## src/sv/alss_pkg.sv

```systemverilog
// ---------------------------------------------------------------------------
// alss_pkg
// Shared types and constants of the adjacency list store.
// ---------------------------------------------------------------------------
`default_nettype none

package alss_pkg;

   localparam int ID_W        = 11;
   localparam int EDGE_W      = 14;
   localparam int CMD_W       = 2;
   localparam int NODES_DEF   = 1024;
   localparam int DEGREE_DEF  = 16;
   localparam int QUEUE_DEPTH = 2;
   localparam logic [ID_W-1:0] NODE_COUNT_RST = 11'd1024;

   localparam logic [CMD_W-1:0] CMD_ADD   = 2'd0;
   localparam logic [CMD_W-1:0] CMD_QUERY = 2'd1;
   localparam logic [CMD_W-1:0] CMD_SWAP  = 2'd2;

   typedef enum logic [1:0] {
      STATUS_OK    = 2'd0,
      STATUS_FULL  = 2'd1,
      STATUS_RANGE = 2'd2
   } status_type;

   // classified operation handed from front to back
   typedef enum logic [2:0] {
      OP_ADD,
      OP_ADD_SELF,
      OP_QUERY,
      OP_SWAP,
      OP_NOP,
      OP_RANGE
   } op_type;

   typedef struct packed {
      op_type          op;
      logic [ID_W-1:0] a_id;
      logic [ID_W-1:0] b_id;
   } entry_type;

   typedef enum logic [3:0] {
      ST_CLEAR,
      ST_IDLE,
      ST_RD_A,
      ST_RD_B,
      ST_DECIDE,
      ST_ADD_WA,
      ST_ADD_WB,
      ST_QRY,
      ST_SW_RA,
      ST_SW_RB,
      ST_SW_WA,
      ST_SW_WB,
      ST_SW_MA,
      ST_SW_MB,
      ST_DONE
   } state_type;

endpackage

`default_nettype wire

```

## src/sv/alss_queue.sv

```systemverilog
// ---------------------------------------------------------------------------
// alss_queue
// Short queue of classified words between front and back.
// ---------------------------------------------------------------------------
`default_nettype none

module alss_queue (
   input  wire logic                 clock,
   input  wire logic                 reset,
   input  wire logic                 push,
   input  wire alss_pkg::entry_type  push_entry,
   output logic                      full,
   input  wire logic                 pop,
   output logic                      not_empty,
   output alss_pkg::entry_type       pop_entry
);
   import alss_pkg::*;

   localparam int PW = (QUEUE_DEPTH > 1) ? $clog2(QUEUE_DEPTH) : 1;
   localparam int CW = $clog2(QUEUE_DEPTH + 1);

   entry_type       mem_ff [QUEUE_DEPTH];
   logic [PW-1:0]   wr_ff;
   logic [PW-1:0]   rd_ff;
   logic [CW-1:0]   cnt_ff;

   assign full      = (cnt_ff == CW'(QUEUE_DEPTH));
   assign not_empty = (cnt_ff != '0);
   assign pop_entry = mem_ff[rd_ff];

   // storage
   always_ff @(posedge clock) begin
      if (push) begin
         mem_ff[wr_ff] <= push_entry;
      end
   end

   // pointers and fill count
   always_ff @(posedge clock) begin
      if (reset) begin
         wr_ff  <= '0;
         rd_ff  <= '0;
         cnt_ff <= '0;
      end else begin
         if (push) begin
            wr_ff <= (wr_ff == PW'(QUEUE_DEPTH - 1)) ? '0 : wr_ff + 1'b1;
         end
         if (pop) begin
            rd_ff <= (rd_ff == PW'(QUEUE_DEPTH - 1)) ? '0 : rd_ff + 1'b1;
         end
         if (push && !pop) begin
            cnt_ff <= cnt_ff + 1'b1;
         end else if (pop && !push) begin
            cnt_ff <= cnt_ff - 1'b1;
         end
      end
   end

endmodule

`default_nettype wire

```

## config.mk

```make
export PLATFORM = sky130hd
export DESIGN_NAME = alss_queue
export DESIGN_NICKNAME = d
export VERILOG_FILES = /design/src/sv/alss_pkg.sv /design/src/sv/alss_queue.sv
export SDC_FILE = /design/constraint.sdc
export NUM_CORES = 1
export LEC_CHECK = 0
export BUFFER_PORTS_ARGS = -buffer_cell sky130_fd_sc_hd__buf_2
export CAP_MARGIN = 20
export CORE_MARGIN = 1
export CORE_UTILIZATION = 51
export DETAILED_ROUTE_END_ITERATION = 10
export PLACE_DENSITY = 0.83
export SLEW_MARGIN = 20
export SYNTH_ARGS = -nofsm -noshare
export SYNTH_HDL_FRONTEND = slang
export SYNTH_SLANG_ARGS = --single-unit
export TNS_END_PERCENT = 1
```

## constraint.sdc

```tcl
create_clock -name clock -period 2.3 [get_ports clock]
set_input_delay 0.46 -clock clock [delete_from_list [all_inputs] [get_ports clock]]
set_output_delay 0.46 -clock clock [all_outputs]
set_load 0.03 [all_outputs]
```

==> results.cfg <==
[clocking]
cts_resized = 0
h-tree-depth = 2
cts_buffer_depth = 2
cts_tree = built
cts_root_buf = clkbuf_8
clk_pin_slew_ns = 0.09
postCtsSetupRepairBufs = 0
cts_inserted_buffers = 5
hold_buffers = 0
cts.sinks = 55
insertion_delay_ns = 0.30

[routing]
drtPass1Iterations = 5
wire_per_inst_microns = 14.7
viasPerCell = 5.00
totalWireLength_mm = 3.14
drt_iter0_markers = 49
drc = 0
drtAntennaViolNets = 0
vias = 1070

[worst_setup_path]
cp.required_ns = 1.84
critPathMaxFanout = 15
r2r_setup_slack_ns = 1.23
critPathKind = reg -> out
critPathCaptureType = output pin
crit_arrival_ns = 1.42
startpoint_type = flop

[pwr]
p_leak_nw = 0.951
p_per_area_mw_per_mm2 = 819
ir_drop_mv = 0.625

[grt]
met3_usage = 0.0599
grt_pass1_wl_mm = 4.85
grt_use_met2 = 0.272
gr-max-usage-layer = met2
grt_max_degree = 17
antenna_found_initial = 0
grt_pass1_vias = 1059
track_usage = 0.164
overflow = 0
globalRouteMet1Util = 0.192

[finish]
final_nets = 195
antenna_cells = 0
post-route-util = 0.662
instances_no_fill = 214
drive_gt1_frac = 0.578
area_growth_pct = 22.2

[timing]
fmax_mhz = 533
rsz0062_at_grt = no
slew_headroom = 0.855
tns_ns = 0
slew_violations = 0
min_period_over_period = 0.816
setup_violations = 0
fin_crit_ns = 1.88
skew_ns = 0.00156
worst_pin_slew_ns = 0.216
final_hold_viol_count = 0

[logic_synthesis]
yosysWarnings = 0
syn_nets = 130
synth_cell_types = 17
yosys_register_bits = 55
syn_inst = 100
seq_area_frac_synth = 0.796
synth_area_per_cell_sq_um = 20.1
synthesis.area_sq_mm = 0.00201

[status]
outcome = completed

[hold_path]
hp-class = in -> reg

[placed_design]
gp_congestion = 0.657
dp_hpwl_mm = 2.23
portBuffers = 55
dp_cells = 206

[floorplan]
die_w_microns = 64.8
ioPinCount = 56
row_count = 22
start_util = 0.542
core_area_sq_mm = 0.00372
die_height_microns = 64.8
die-area_sq_mm = 0.00420

[flow_run]
max-cap-violations = 0
-- power by group --
part	internal [mW]	switching, mW	leakage, nW
Sequential	1.16	0.0202	0.511
Combinational	0.129	0.211	0.398
Clock	0.213	0.281	0.0412
Total	1.50	0.512	0.951
-- routing by layer --
metal / wire length, microns / vias to the layer above
met5: 0 / -
li1: - / 509
met3: 219 / 4
met2: 1580 / 42
met4: 41 / 0
met1: 1300 / 515
-- synth_stat cells (all sizes together) --
master / instances / area share
edfxtp: 50 / 0.75
mux2: 25 / 0.14
dfxtp: 5 / 0.050
nor2: 4 / 0.0075
buf: 3 / 0.0099
xnor2: 2 / 0.0087
xor2: 2 / 0.0087
a21oi: 1 / 0.0025
and2: 1 / 0.0031
and2b: 1 / 0.0044
ha: 1 / 0.0062
inv: 1 / 0.0019
nor2b: 1 / 0.0031
o21ai: 1 / 0.0025
or2: 1 / 0.0031
or3: 1 / 0.0031
-- stage by stage --
step	total power, mW	hold slack (ns)	worst slack (ns)	cell area (sq um)
final	2.02	0.343	0.423	2460
after global routing	2.10	0.325	0.342	2460
after CTS	2.04	0.337	0.411	2460
after detailed placement	1.55	0.506	0.746	2380
after global placement	1.53	0.473	0.764	2380
after floorplan	1.44	0.456	0.282	2010
-- layout by cell type, fill, tap and decap left out --
master | netlist | routed
dfxtp_1 | 5 | 5
xor2_1 | 2 | 2
edfxtp_1 | 50 | 50
nor2_1 | 4 | 4
o21ai_0 | 1 | 1
a21oi_1 | 1 | 1
inv_1 | 1 | 1
ha_1 | 1 | 1
or2_2 | 1 | 1
clkinv_2 | 0 | 1
or3_1 | 1 | 1
mux2_2 | 25 | 25
buf_2 | 1 | 55
clkbuf_8 | 0 | 5
clkbuf_1 | 0 | 1
clkinvlp_4 | 0 | 1
buf_4 | 2 | 6
nor2b_2 | 0 | 1
and2_1 | 1 | 1
and2b_2 | 1 | 1
xnor2_1 | 2 | 2
-- path summary, 6_finish.rpt --
| check | to | startpoint | cells past startpoint |
|---|---|---|---|
| worst max-delay path | pop_entry[17] | flop | 3 |
| worst min-delay path | mem_ff[1][15]$_DFFE_PP_ | push_entry[15] | 1 |
| worst max register to register | mem_ff[1][5]$_DFFE_PP_ | wr_ff$_SDFFE_PP0P_ | 2 |
| worst min register to register | cnt_ff[1]$_SDFFE_PP0P_ | cnt_ff[1]$_SDFFE_PP0P_ | 2 |
-- sequential cells by signal (all words and copies together) (netlist names), named ones only --
register  flops
rd_ff         1
mem_ff       50
wr_ff         1
cnt_ff        2
-- cell families after synthesis --
family                   synth area share
flip-flops                          0.796
multiplexers                        0.140
AND/OR/NAND/NOR                    0.0242
XOR/XNOR                           0.0174
buffers and inverters              0.0118
AO/OA/AOI/OAI                     0.00497
adder cells (fa/ha/maj)           0.00621
-- cell type report --
type | count | area [sq um]
multi-input cells | 41 | 390
inverters | 1 | 3.75
clock buffers | 6 | 72.6
flip-flops and latches | 55 | 1600
fillers | 270 | 1250
well taps | 48 | 60.1
repair buffers | 61 | 320
clock inverters | 2 | 12.5
-- critical path, stage by stage (launching register included) --
cell and delay (ns):
dfxtp_1 0.34, buf_4 0.23, mux2_2 0.37, buf_2 0.18
Power figures use the tool's default switching activity.
