==> src/sv/alss_pkg.sv <==
// ---------------------------------------------------------------------------
// alss_pkg
// Shared types and constants of the adjacency list store.
// ---------------------------------------------------------------------------
`default_nettype none

package alss_pkg;

   localparam int ID_W        = 11;
   localparam int EDGE_W      = 14;
   localparam int CMD_W       = 2;
   localparam int NODES_DEF   = 1024;
   localparam int DEGREE_DEF  = 16;
   localparam int QUEUE_DEPTH = 2;
   localparam logic [ID_W-1:0] NODE_COUNT_RST = 11'd1024;

   localparam logic [CMD_W-1:0] CMD_ADD   = 2'd0;
   localparam logic [CMD_W-1:0] CMD_QUERY = 2'd1;
   localparam logic [CMD_W-1:0] CMD_SWAP  = 2'd2;

   typedef enum logic [1:0] {
      STATUS_OK    = 2'd0,
      STATUS_FULL  = 2'd1,
      STATUS_RANGE = 2'd2
   } status_type;

   // classified operation handed from front to back
   typedef enum logic [2:0] {
      OP_ADD,
      OP_ADD_SELF,
      OP_QUERY,
      OP_SWAP,
      OP_NOP,
      OP_RANGE
   } op_type;

   typedef struct packed {
      op_type          op;
      logic [ID_W-1:0] a_id;
      logic [ID_W-1:0] b_id;
   } entry_type;

   typedef enum logic [3:0] {
      ST_CLEAR,
      ST_IDLE,
      ST_RD_A,
      ST_RD_B,
      ST_DECIDE,
      ST_ADD_WA,
      ST_ADD_WB,
      ST_QRY,
      ST_SW_RA,
      ST_SW_RB,
      ST_SW_WA,
      ST_SW_WB,
      ST_SW_MA,
      ST_SW_MB,
      ST_DONE
   } state_type;

endpackage

`default_nettype wire

==> src/sv/alss_front.sv <==
// ---------------------------------------------------------------------------
// alss_front
// Accepts request words, checks node ids and classifies the command.
// ---------------------------------------------------------------------------
`default_nettype none

module alss_front #(
   parameter int MAX_NODES = alss_pkg::NODES_DEF
) (
   input  wire logic                       clock,
   input  wire logic                       reset,
   input  wire logic                       req_valid,
   output logic                            req_stall,
   input  wire logic [alss_pkg::CMD_W-1:0] req_cmd,
   input  wire logic [alss_pkg::ID_W-1:0]  req_node_a,
   input  wire logic [alss_pkg::ID_W-1:0]  req_node_b,
   input  wire logic                       csr_we,
   input  wire logic [alss_pkg::ID_W-1:0]  csr_node_count,
   input  wire logic                       q_full,
   output logic                            q_push,
   output alss_pkg::entry_type             q_entry
);
   import alss_pkg::*;

   logic [ID_W-1:0] node_count_ff;
   logic            a_ok;
   logic            b_ok;

   // node count register
   always_ff @(posedge clock) begin
      if (reset) begin
         node_count_ff <= NODE_COUNT_RST;
      end else if (csr_we) begin
         node_count_ff <= csr_node_count;
      end
   end

   // id range check
   assign a_ok = (req_node_a != '0) && (req_node_a <= node_count_ff)
                 && (32'(req_node_a) <= 32'(MAX_NODES));
   assign b_ok = (req_node_b != '0) && (req_node_b <= node_count_ff)
                 && (32'(req_node_b) <= 32'(MAX_NODES));

   // classify
   always_comb begin
      q_entry.a_id = req_node_a;
      q_entry.b_id = req_node_b;
      q_entry.op   = OP_NOP;
      if (req_cmd != CMD_ADD && req_cmd != CMD_QUERY && req_cmd != CMD_SWAP) begin
         q_entry.op = OP_NOP;
      end else if (!a_ok || !b_ok) begin
         q_entry.op = OP_RANGE;
      end else begin
         case (req_cmd)
            CMD_ADD:   q_entry.op = (req_node_a == req_node_b) ? OP_ADD_SELF : OP_ADD;
            CMD_QUERY: q_entry.op = OP_QUERY;
            CMD_SWAP:  q_entry.op = (req_node_a == req_node_b) ? OP_NOP : OP_SWAP;
            default:   q_entry.op = OP_NOP;
         endcase
      end
   end

   assign req_stall = q_full;
   assign q_push    = req_valid && !q_full;

endmodule

`default_nettype wire

==> config.mk <==
export PLATFORM = sky130hd
export DESIGN_NAME = alss_front
export DESIGN_NICKNAME = d
export VERILOG_FILES = /design/src/sv/alss_pkg.sv /design/src/sv/alss_front.sv
export SDC_FILE = /design/constraint.sdc
export NUM_CORES = 1
export LEC_CHECK = 0
export BUFFER_PORTS_ARGS = -buffer_cell sky130_fd_sc_hd__buf_2
export CAP_MARGIN = 20
export CORE_MARGIN = 2
export CORE_UTILIZATION = 40
export CTS_BUF_LIST = sky130_fd_sc_hd__clkbuf_2 sky130_fd_sc_hd__clkbuf_4 sky130_fd_sc_hd__clkbuf_8
export DETAILED_ROUTE_END_ITERATION = 16
export PLACE_DENSITY = 0.7
export SYNTH_ARGS = -nofsm -noshare
export SYNTH_HDL_FRONTEND = slang
export SYNTH_SLANG_ARGS = --single-unit
==> constraint.sdc <==
create_clock -name clock -period 5 [get_ports clock]
set_input_delay 0.75 -clock clock [delete_from_list [all_inputs] [get_ports clock]]
set_output_delay 0.75 -clock clock [all_outputs]
set_load 0.005 [all_outputs]
==> results.py, run 1 <==
metrics = {
    "drt": {
        "antenna_violating_nets_post_route": 0,
        "detail_route.wl_per_cell_um": 12.4,
        "detail_route.drc_violations": 0,
        "route.vias.total": 1249,
        "first_pass_iters": 4,
        "final_wirelength_um": 3100,
        "violation_count_after_the_first_detailed_route_iteration": 45,
        "vias_per_cell": 5.02,
    },
    "layout": {
        "share_of_final_layout_standard_cells_stronger_than_drive_strength_1": 0.351,
        "fillCellCount": 328,
        "num-nets-final": 268,
        "seq_area_um2": 220,
        "most_common_cell_after_layout_fill_and_taps_aside": "buf_2",
        "n_antenna_cell": 0,
        "max_flop_register": "node_count_ff",
        "largestRegisters": "node_count_ff (11)",
        "most-common-layout-cells": "66 x buf_2, 22 x ha_1, 15 x inv_1",
        "areaGrowthSynthToFinish_pct": 17.7,
        "number_of_flip_flops_under_the_largest_register_name": 11,
        "multi_input_area_um2": 870,
        "finish.utilization": 0.503,
    },
    "clock_network": {
        "numClockSinks": 11,
        "clk_path_buf_depth": 2,
        "clkLatencyLatePin_ps": 270,
        "cts.htree.levels": 1,
        "cts_tree": "yes",
        "root_buffer": "clkbuf_4",
        "worst_setup_hold_path_clk_slew_ps": 60,
        "post_cts_resize_count": 0,
        "cts-buffers-inserted": 3,
        "holdBufCountCts": 0,
        "post-cts-setup-buffers": 0,
    },
    "die": {
        "core_um2": 3100,
        "start_util": 0.427,
        "placementRows": 20,
        "boundaryPins": 67,
        "chipHeight_um": 61.6,
        "chipWidth_um": 61.6,
        "design.die.area_um2": 3790,
    },
    "run": {
        "cap_viol_max_count": 0,
    },
    "pwr": {
        "power.ir.vdd_worst_mv": 0.115,
        "finalPower_mw": 0.272,
        "power.density_cell_area_nw_per_um2": 174,
        "cellLeakagePower_nw": 0.821,
    },
    "synth": {
        "syn_area_um2": 1330,
        "synth_async_sr_flop_share": 0,
        "synth-main-ff-cell": "dfxtp_1",
        "synth_seq_area_share": 0.166,
        "postSynthNetCount": 222,
        "syn_inst": 160,
        "synth-seq-cells": 11,
        "synth_cell_type_count": 32,
        "synth_edf_count": 0,
        "synthesis.yosys.warnings": 0,
        "syn_area_per_cell_um2": 8.29,
    },
    "place": {
        "port-buffer-count": 66,
        "worst_slack_placed_ps": 1560,
        "place.detailed.hpwl_um": 2690,
        "gpl.final_weighted_congestion": 0.801,
    },
    "worst_setup_path": {
        "r2r_setup_slack_ps": 4370,
        "reg2regPathDepth": 2,
        "critical_path_peak_fanout": 4,
        "timing.critical_path.required_ps": 4250,
        "setup_crit_start_kind": "primary input",
        "reg2reg_from": "node_count_ff[7]",
        "cp.arrival_ps": 2720,
        "worst-setup-path-type": "primary input to primary output",
        "worst_setup_path_end_kind": "primary output",
        "r2r_end": "node_count_ff[7]",
    },
    "timing": {
        "tightestPinTransition_ps": 335,
        "achievable-frequency_mhz": 288,
        "timing.hold.ws_ps": 507,
        "setup_tns_ps": 0,
        "clock-skew-final_ps": 0,
        "min_period_over_period": 0.694,
        "timing.final.hold_violations": 0,
        "slew_viol_final": 0,
        "finalCriticalPeriod_ps": 3470,
        "setup-violations-final": 0,
        "post-route-worst-setup-slack_ps": 1530,
        "max_slew_margin": 0.775,
        "rsz0062_at_grt": "false",
    },
    "global_route": {
        "most_congested_layer_reported_by_global_routing": "met2",
        "grt_util_all_layers": 0.166,
        "grt.met3_usage": 0.00840,
        "groute.layer.met1.usage": 0.234,
        "grt_antenna_before_repair": 0,
        "use_met2": 0.262,
        "grt_pass1_vias": 1058,
        "grt_overflow": 0,
        "first_pass_grt_wire_length_um": 4680,
        "grt_max_degree": 13,
    },
    "min_path": {
        "hold_depth": 2,
        "hold_class": "flop to flop",
        "min_from": "node_count_ff[8]",
        "worst_hold_path.endpoint": "node_count_ff[8]",
    },
    "status": {
        "run_status": "completed",
    },
}
worst max-delay path by stage:
stage                        from           to  slack (ps)  cells past startpoint
floorplan           req_node_a[9]  q_entry[22]        1940                      7
global placement    req_node_a[9]  q_entry[22]        1610                      9
detailed placement  req_node_a[2]  q_entry[22]        1560                      9
CTS                 req_node_a[2]  q_entry[22]        1560                      9
global route        req_node_a[2]  q_entry[22]        1450                      9
finish              req_node_a[2]  q_entry[22]        1530                      9
metrics by stage:
step           std cells  instance area (µm²)
2_1_floorplan        160                 1330
3_3_place_gp         245                 1530
3_5_place_dp         245                 1530
4_1_cts              249                 1560
5_1_grt              249                 1560
6_report             249                 1560
cell type report:
class	instances	area share
timing repair buffer	66	0.212
inverter	15	0.0361
clock buffer	4	0.0192
multi-input combinational	109	0.557
tap	44	0.0353
sequential	11	0.141
cells in the mapped netlist, types with 2 or more instances:
| cell type | n | area (µm²) |
|---|---|---|
| buf_4 | 23 | 173 |
| ha_1 | 22 | 275 |
| inv_1 | 15 | 56.3 |
| nor2_1 | 13 | 48.8 |
| dfxtp_1 | 11 | 220 |
| mux2i_1 | 11 | 110 |
| xor2_1 | 11 | 96.3 |
| a21oi_1 | 7 | 35.0 |
| nor4_1 | 7 | 43.8 |
| nand2_1 | 4 | 15.0 |
| nand3_1 | 4 | 20.0 |
| a21o_1 | 3 | 22.5 |
| nand4_1 | 3 | 18.8 |
| a211o_1 | 2 | 17.5 |
| a31oi_1 | 2 | 12.5 |
| and4_1 | 2 | 17.5 |
| nand3b_1 | 2 | 15.0 |
| o211ai_1 | 2 | 15.0 |
| o21a_1 | 2 | 15.0 |
| o22ai_1 | 2 | 12.5 |
power by group:
part           leakage (nW)  switching, mW  internal [mW]
clock network        0.0184         0.0292         0.0363
logic                 0.711         0.0583         0.0519
registers            0.0909        0.00312         0.0930
critical path: stages:
cell      delay (ps)
buf_2            120
ha_1             320
a21oi_1          190
a211oi_1         100
or4b_1           520
a221oi_2         370
o21a_1           170
o21ai_1           50
buf_2            120
per-layer routing:
layer,part of all wire,routed length [µm],vias up
li1,-,-,638
met1,0.48,1480,556
met2,0.45,1380,50
met3,0.057,177,5
met4,0.019,60,0
met5,0,0,-
kinds of logic (layout without fill, tap and decap cells):
logic type | after synthesis | after routing | synth area share
buf+inv | 40 | 85 | 0.178
xor+xnor | 11 | 11 | 0.0726
flops | 11 | 11 | 0.166
mux | 11 | 11 | 0.0830
fa+ha+maj | 22 | 22 | 0.208
compound gates | 26 | 26 | 0.137
simple gates | 39 | 39 | 0.156
(Power assumes the default switching activity.)
==> run 2: changes to the inputs <==
--- a/config.mk
+++ b/config.mk
@@ -11,7 +11,7 @@
 export CORE_UTILIZATION = 40
 export CTS_BUF_LIST = sky130_fd_sc_hd__clkbuf_2 sky130_fd_sc_hd__clkbuf_4 sky130_fd_sc_hd__clkbuf_8
 export DETAILED_ROUTE_END_ITERATION = 16
-export PLACE_DENSITY = 0.7
+export PLACE_DENSITY = 0.72
 export SYNTH_ARGS = -nofsm -noshare
 export SYNTH_HDL_FRONTEND = slang
 export SYNTH_SLANG_ARGS = --single-unit
==> constraint.sdc (replaced) <==
create_clock -name clock -period 2.9 [get_ports clock]
set_input_delay 0.435 -clock clock [delete_from_list [all_inputs] [get_ports clock]]
set_output_delay 0.435 -clock clock [all_outputs]
set_load 0.005 [all_outputs]
==> run 2 against run 1 <==
  * Register-to-register slack got worse by 2100 ps
  * Total power rose by 77%
  * Final cell count did not move
  * Via count fell by 0.72%
  * Combinational power rose by 81%
  * Clock skew did not move
  * Final area rose by 2.5%
  * Clock power rose by 79%
  * Clock-buffer cell count did not move
  * Die area did not move
  * Non-clock buffer count did not move
==> results.py, run 2 (same netlist as run 1, synthesis figures left out) <==
metrics = {
    "min_path": {
        "worst_hold_path.endpoint": "node_count_ff[10]",
        "min_from": "csr_node_count[10]",
        "hold_depth": 3,
        "hold_class": "primary input to flop",
    },
    "layout": {
        "areaGrowthSynthToFinish_pct": 20.7,
        "largestRegisters": "node_count_ff (11)",
        "max_flop_register": "node_count_ff",
        "num-nets-final": 268,
        "seq_area_um2": 224,
        "fillCellCount": 322,
        "most_common_cell_after_layout_fill_and_taps_aside": "buf_2",
        "share_of_final_layout_standard_cells_stronger_than_drive_strength_1": 0.385,
        "most-common-layout-cells": "66 x buf_2, 21 x ha_1, 15 x inv_1",
        "n_antenna_cell": 0,
        "multi_input_area_um2": 905,
        "number_of_flip_flops_under_the_largest_register_name": 11,
    },
    "clock_network": {
        "cts.htree.levels": 1,
        "root_buffer": "clkbuf_4",
        "holdBufCountCts": 0,
        "post-cts-setup-buffers": 0,
        "worst_setup_hold_path_clk_slew_ps": 70,
        "clk_path_buf_depth": 2,
        "numClockSinks": 11,
        "cts-buffers-inserted": 3,
        "clkLatencyLatePin_ps": 270,
        "post_cts_resize_count": 0,
        "cts_tree": "yes",
    },
    "die": {
        "core_um2": 3100,
        "chipHeight_um": 61.6,
        "design.die.area_um2": 3790,
        "chipWidth_um": 61.6,
        "boundaryPins": 67,
        "start_util": 0.427,
        "placementRows": 20,
    },
    "timing": {
        "slew_viol_final": 0,
        "clock-skew-final_ps": 0,
        "setup_tns_ps": 0,
        "max_slew_margin": 0.704,
        "tightestPinTransition_ps": 440,
        "achievable-frequency_mhz": 357,
        "timing.final.hold_violations": 0,
        "setup-violations-final": 0,
        "min_period_over_period": 0.965,
        "finalCriticalPeriod_ps": 2800,
    },
    "global_route": {
        "grt_max_degree": 13,
        "grt_overflow": 0,
        "grt_antenna_before_repair": 0,
        "first_pass_grt_wire_length_um": 4720,
        "grt_pass1_vias": 1101,
        "grt_util_all_layers": 0.166,
    },
    "pwr": {
        "power.density_cell_area_nw_per_um2": 301,
        "cellLeakagePower_nw": 0.828,
        "finalPower_mw": 0.482,
        "power.ir.vdd_worst_mv": 0.227,
    },
    "worst_setup_path": {
        "crit_chain": "inv_1 -> ha_1 -> a21oi_2 -> a211oi_1 -> or4b_4 -> a221oi_4 -> o21a_1 -> o21ai_1 -> buf_2",
        "reg2regPathDepth": 2,
        "worst_setup_path_end_kind": "primary output",
        "worst-setup-path-type": "flop to primary output",
        "timing.critical_path.required_ps": 2470,
        "critical-path-max-stage-delay_ps": 530,
        "critical_path_peak_fanout": 4,
        "setup_crit_start_kind": "flop",
        "r2r_setup_slack_ps": 2260,
        "timing.critical_path.buf_inv": 2,
        "cpLargestDelayFamily": "compound AO/OA/AOI/OAI gates",
        "r2r_end": "node_count_ff[0]",
        "reg2reg_from": "node_count_ff[0]",
        "cp.arrival_ps": 2360,
        "critPathSlowestCell": "or4b_4",
    },
    "status": {
        "run_status": "completed",
    },
    "place": {
        "place.detailed.hpwl_um": 2650,
        "port-buffer-count": 66,
        "gpl.final_weighted_congestion": 0.887,
    },
    "drt": {
        "violation_count_after_the_first_detailed_route_iteration": 34,
        "route.vias.total": 1240,
        "first_pass_iters": 4,
        "detail_route.wl_per_cell_um": 12.6,
        "final_wirelength_um": 3130,
        "vias_per_cell": 4.98,
        "antenna_violating_nets_post_route": 0,
        "detail_route.drc_violations": 0,
    },
    "run": {
        "cap_viol_max_count": 0,
    },
}
[run 2: power breakdown]
part	switching, mW	leakage, nW	total (mW)	internal [mW]
registers	0.00532	0.0920	0.166	0.161
clock network	0.0541	0.0184	0.117	0.0627
logic	0.104	0.717	0.199	0.0951
total	0.164	0.828	0.482	0.318
[run 2: final cells by class]
cell class | count | share of cell area
multi-input combinational | 109 | 0.565
clock buffer | 4 | 0.0188
sequential | 11 | 0.140
inverter | 15 | 0.0352
tap | 44 | 0.0344
timing repair buffer | 66 | 0.206
[run 2: worst max path at each step]
| stage | from | to | slack (ps) | cells after the start |
|---|---|---|---|---|
| floorplan | req_node_a[9] | q_entry[22] | 470 | 7 |
| global placement | req_node_a[9] | q_entry[22] | 170 | 9 |
| detailed placement | req_node_a[9] | q_entry[22] | 150 | 9 |
| CTS | node_count_ff[9] | q_entry[22] | 30 | 9 |
| global route | node_count_ff[7] | q_entry[22] | -20 | 9 |
| finish | node_count_ff[2] | q_entry[22] | 100 | 9 |
[run 2: stage by stage]
step / setup slack, ps / area, µm² / instances / hold slack, ps / utilization
final: 101 / 1600 / 249 / 382 / 0.516
after CTS: 29.6 / 1560 / 249 / 383 / 0.503
after floorplan: 472 / 1330 / 160 / 460 / -
after global routing: -23.9 / 1600 / 249 / 401 / 0.516
after detailed placement: 146 / 1530 / 245 / 489 / 0.494
after global placement: 172 / 1530 / 245 / 476 / 0.494
[run 2: worst register-to-register path: cells and delay by family, from the launching register on]
kind | cells | cell delay [ps]
AND/OR/NAND/NOR | 1 | 50
multiplexers | 1 | 130
flip-flops | 1 | 350
[run 2: per-layer routing]
metal | vias up | part of all wire | GRT usage
met4 | 0 | 0.016 | 0.0669
met2 | 52 | 0.45 | 0.262
met3 | 5 | 0.056 | 0.00840
met5 | - | 0 | 0
met1 | 545 | 0.47 | 0.235
li1 | 638 | - | -
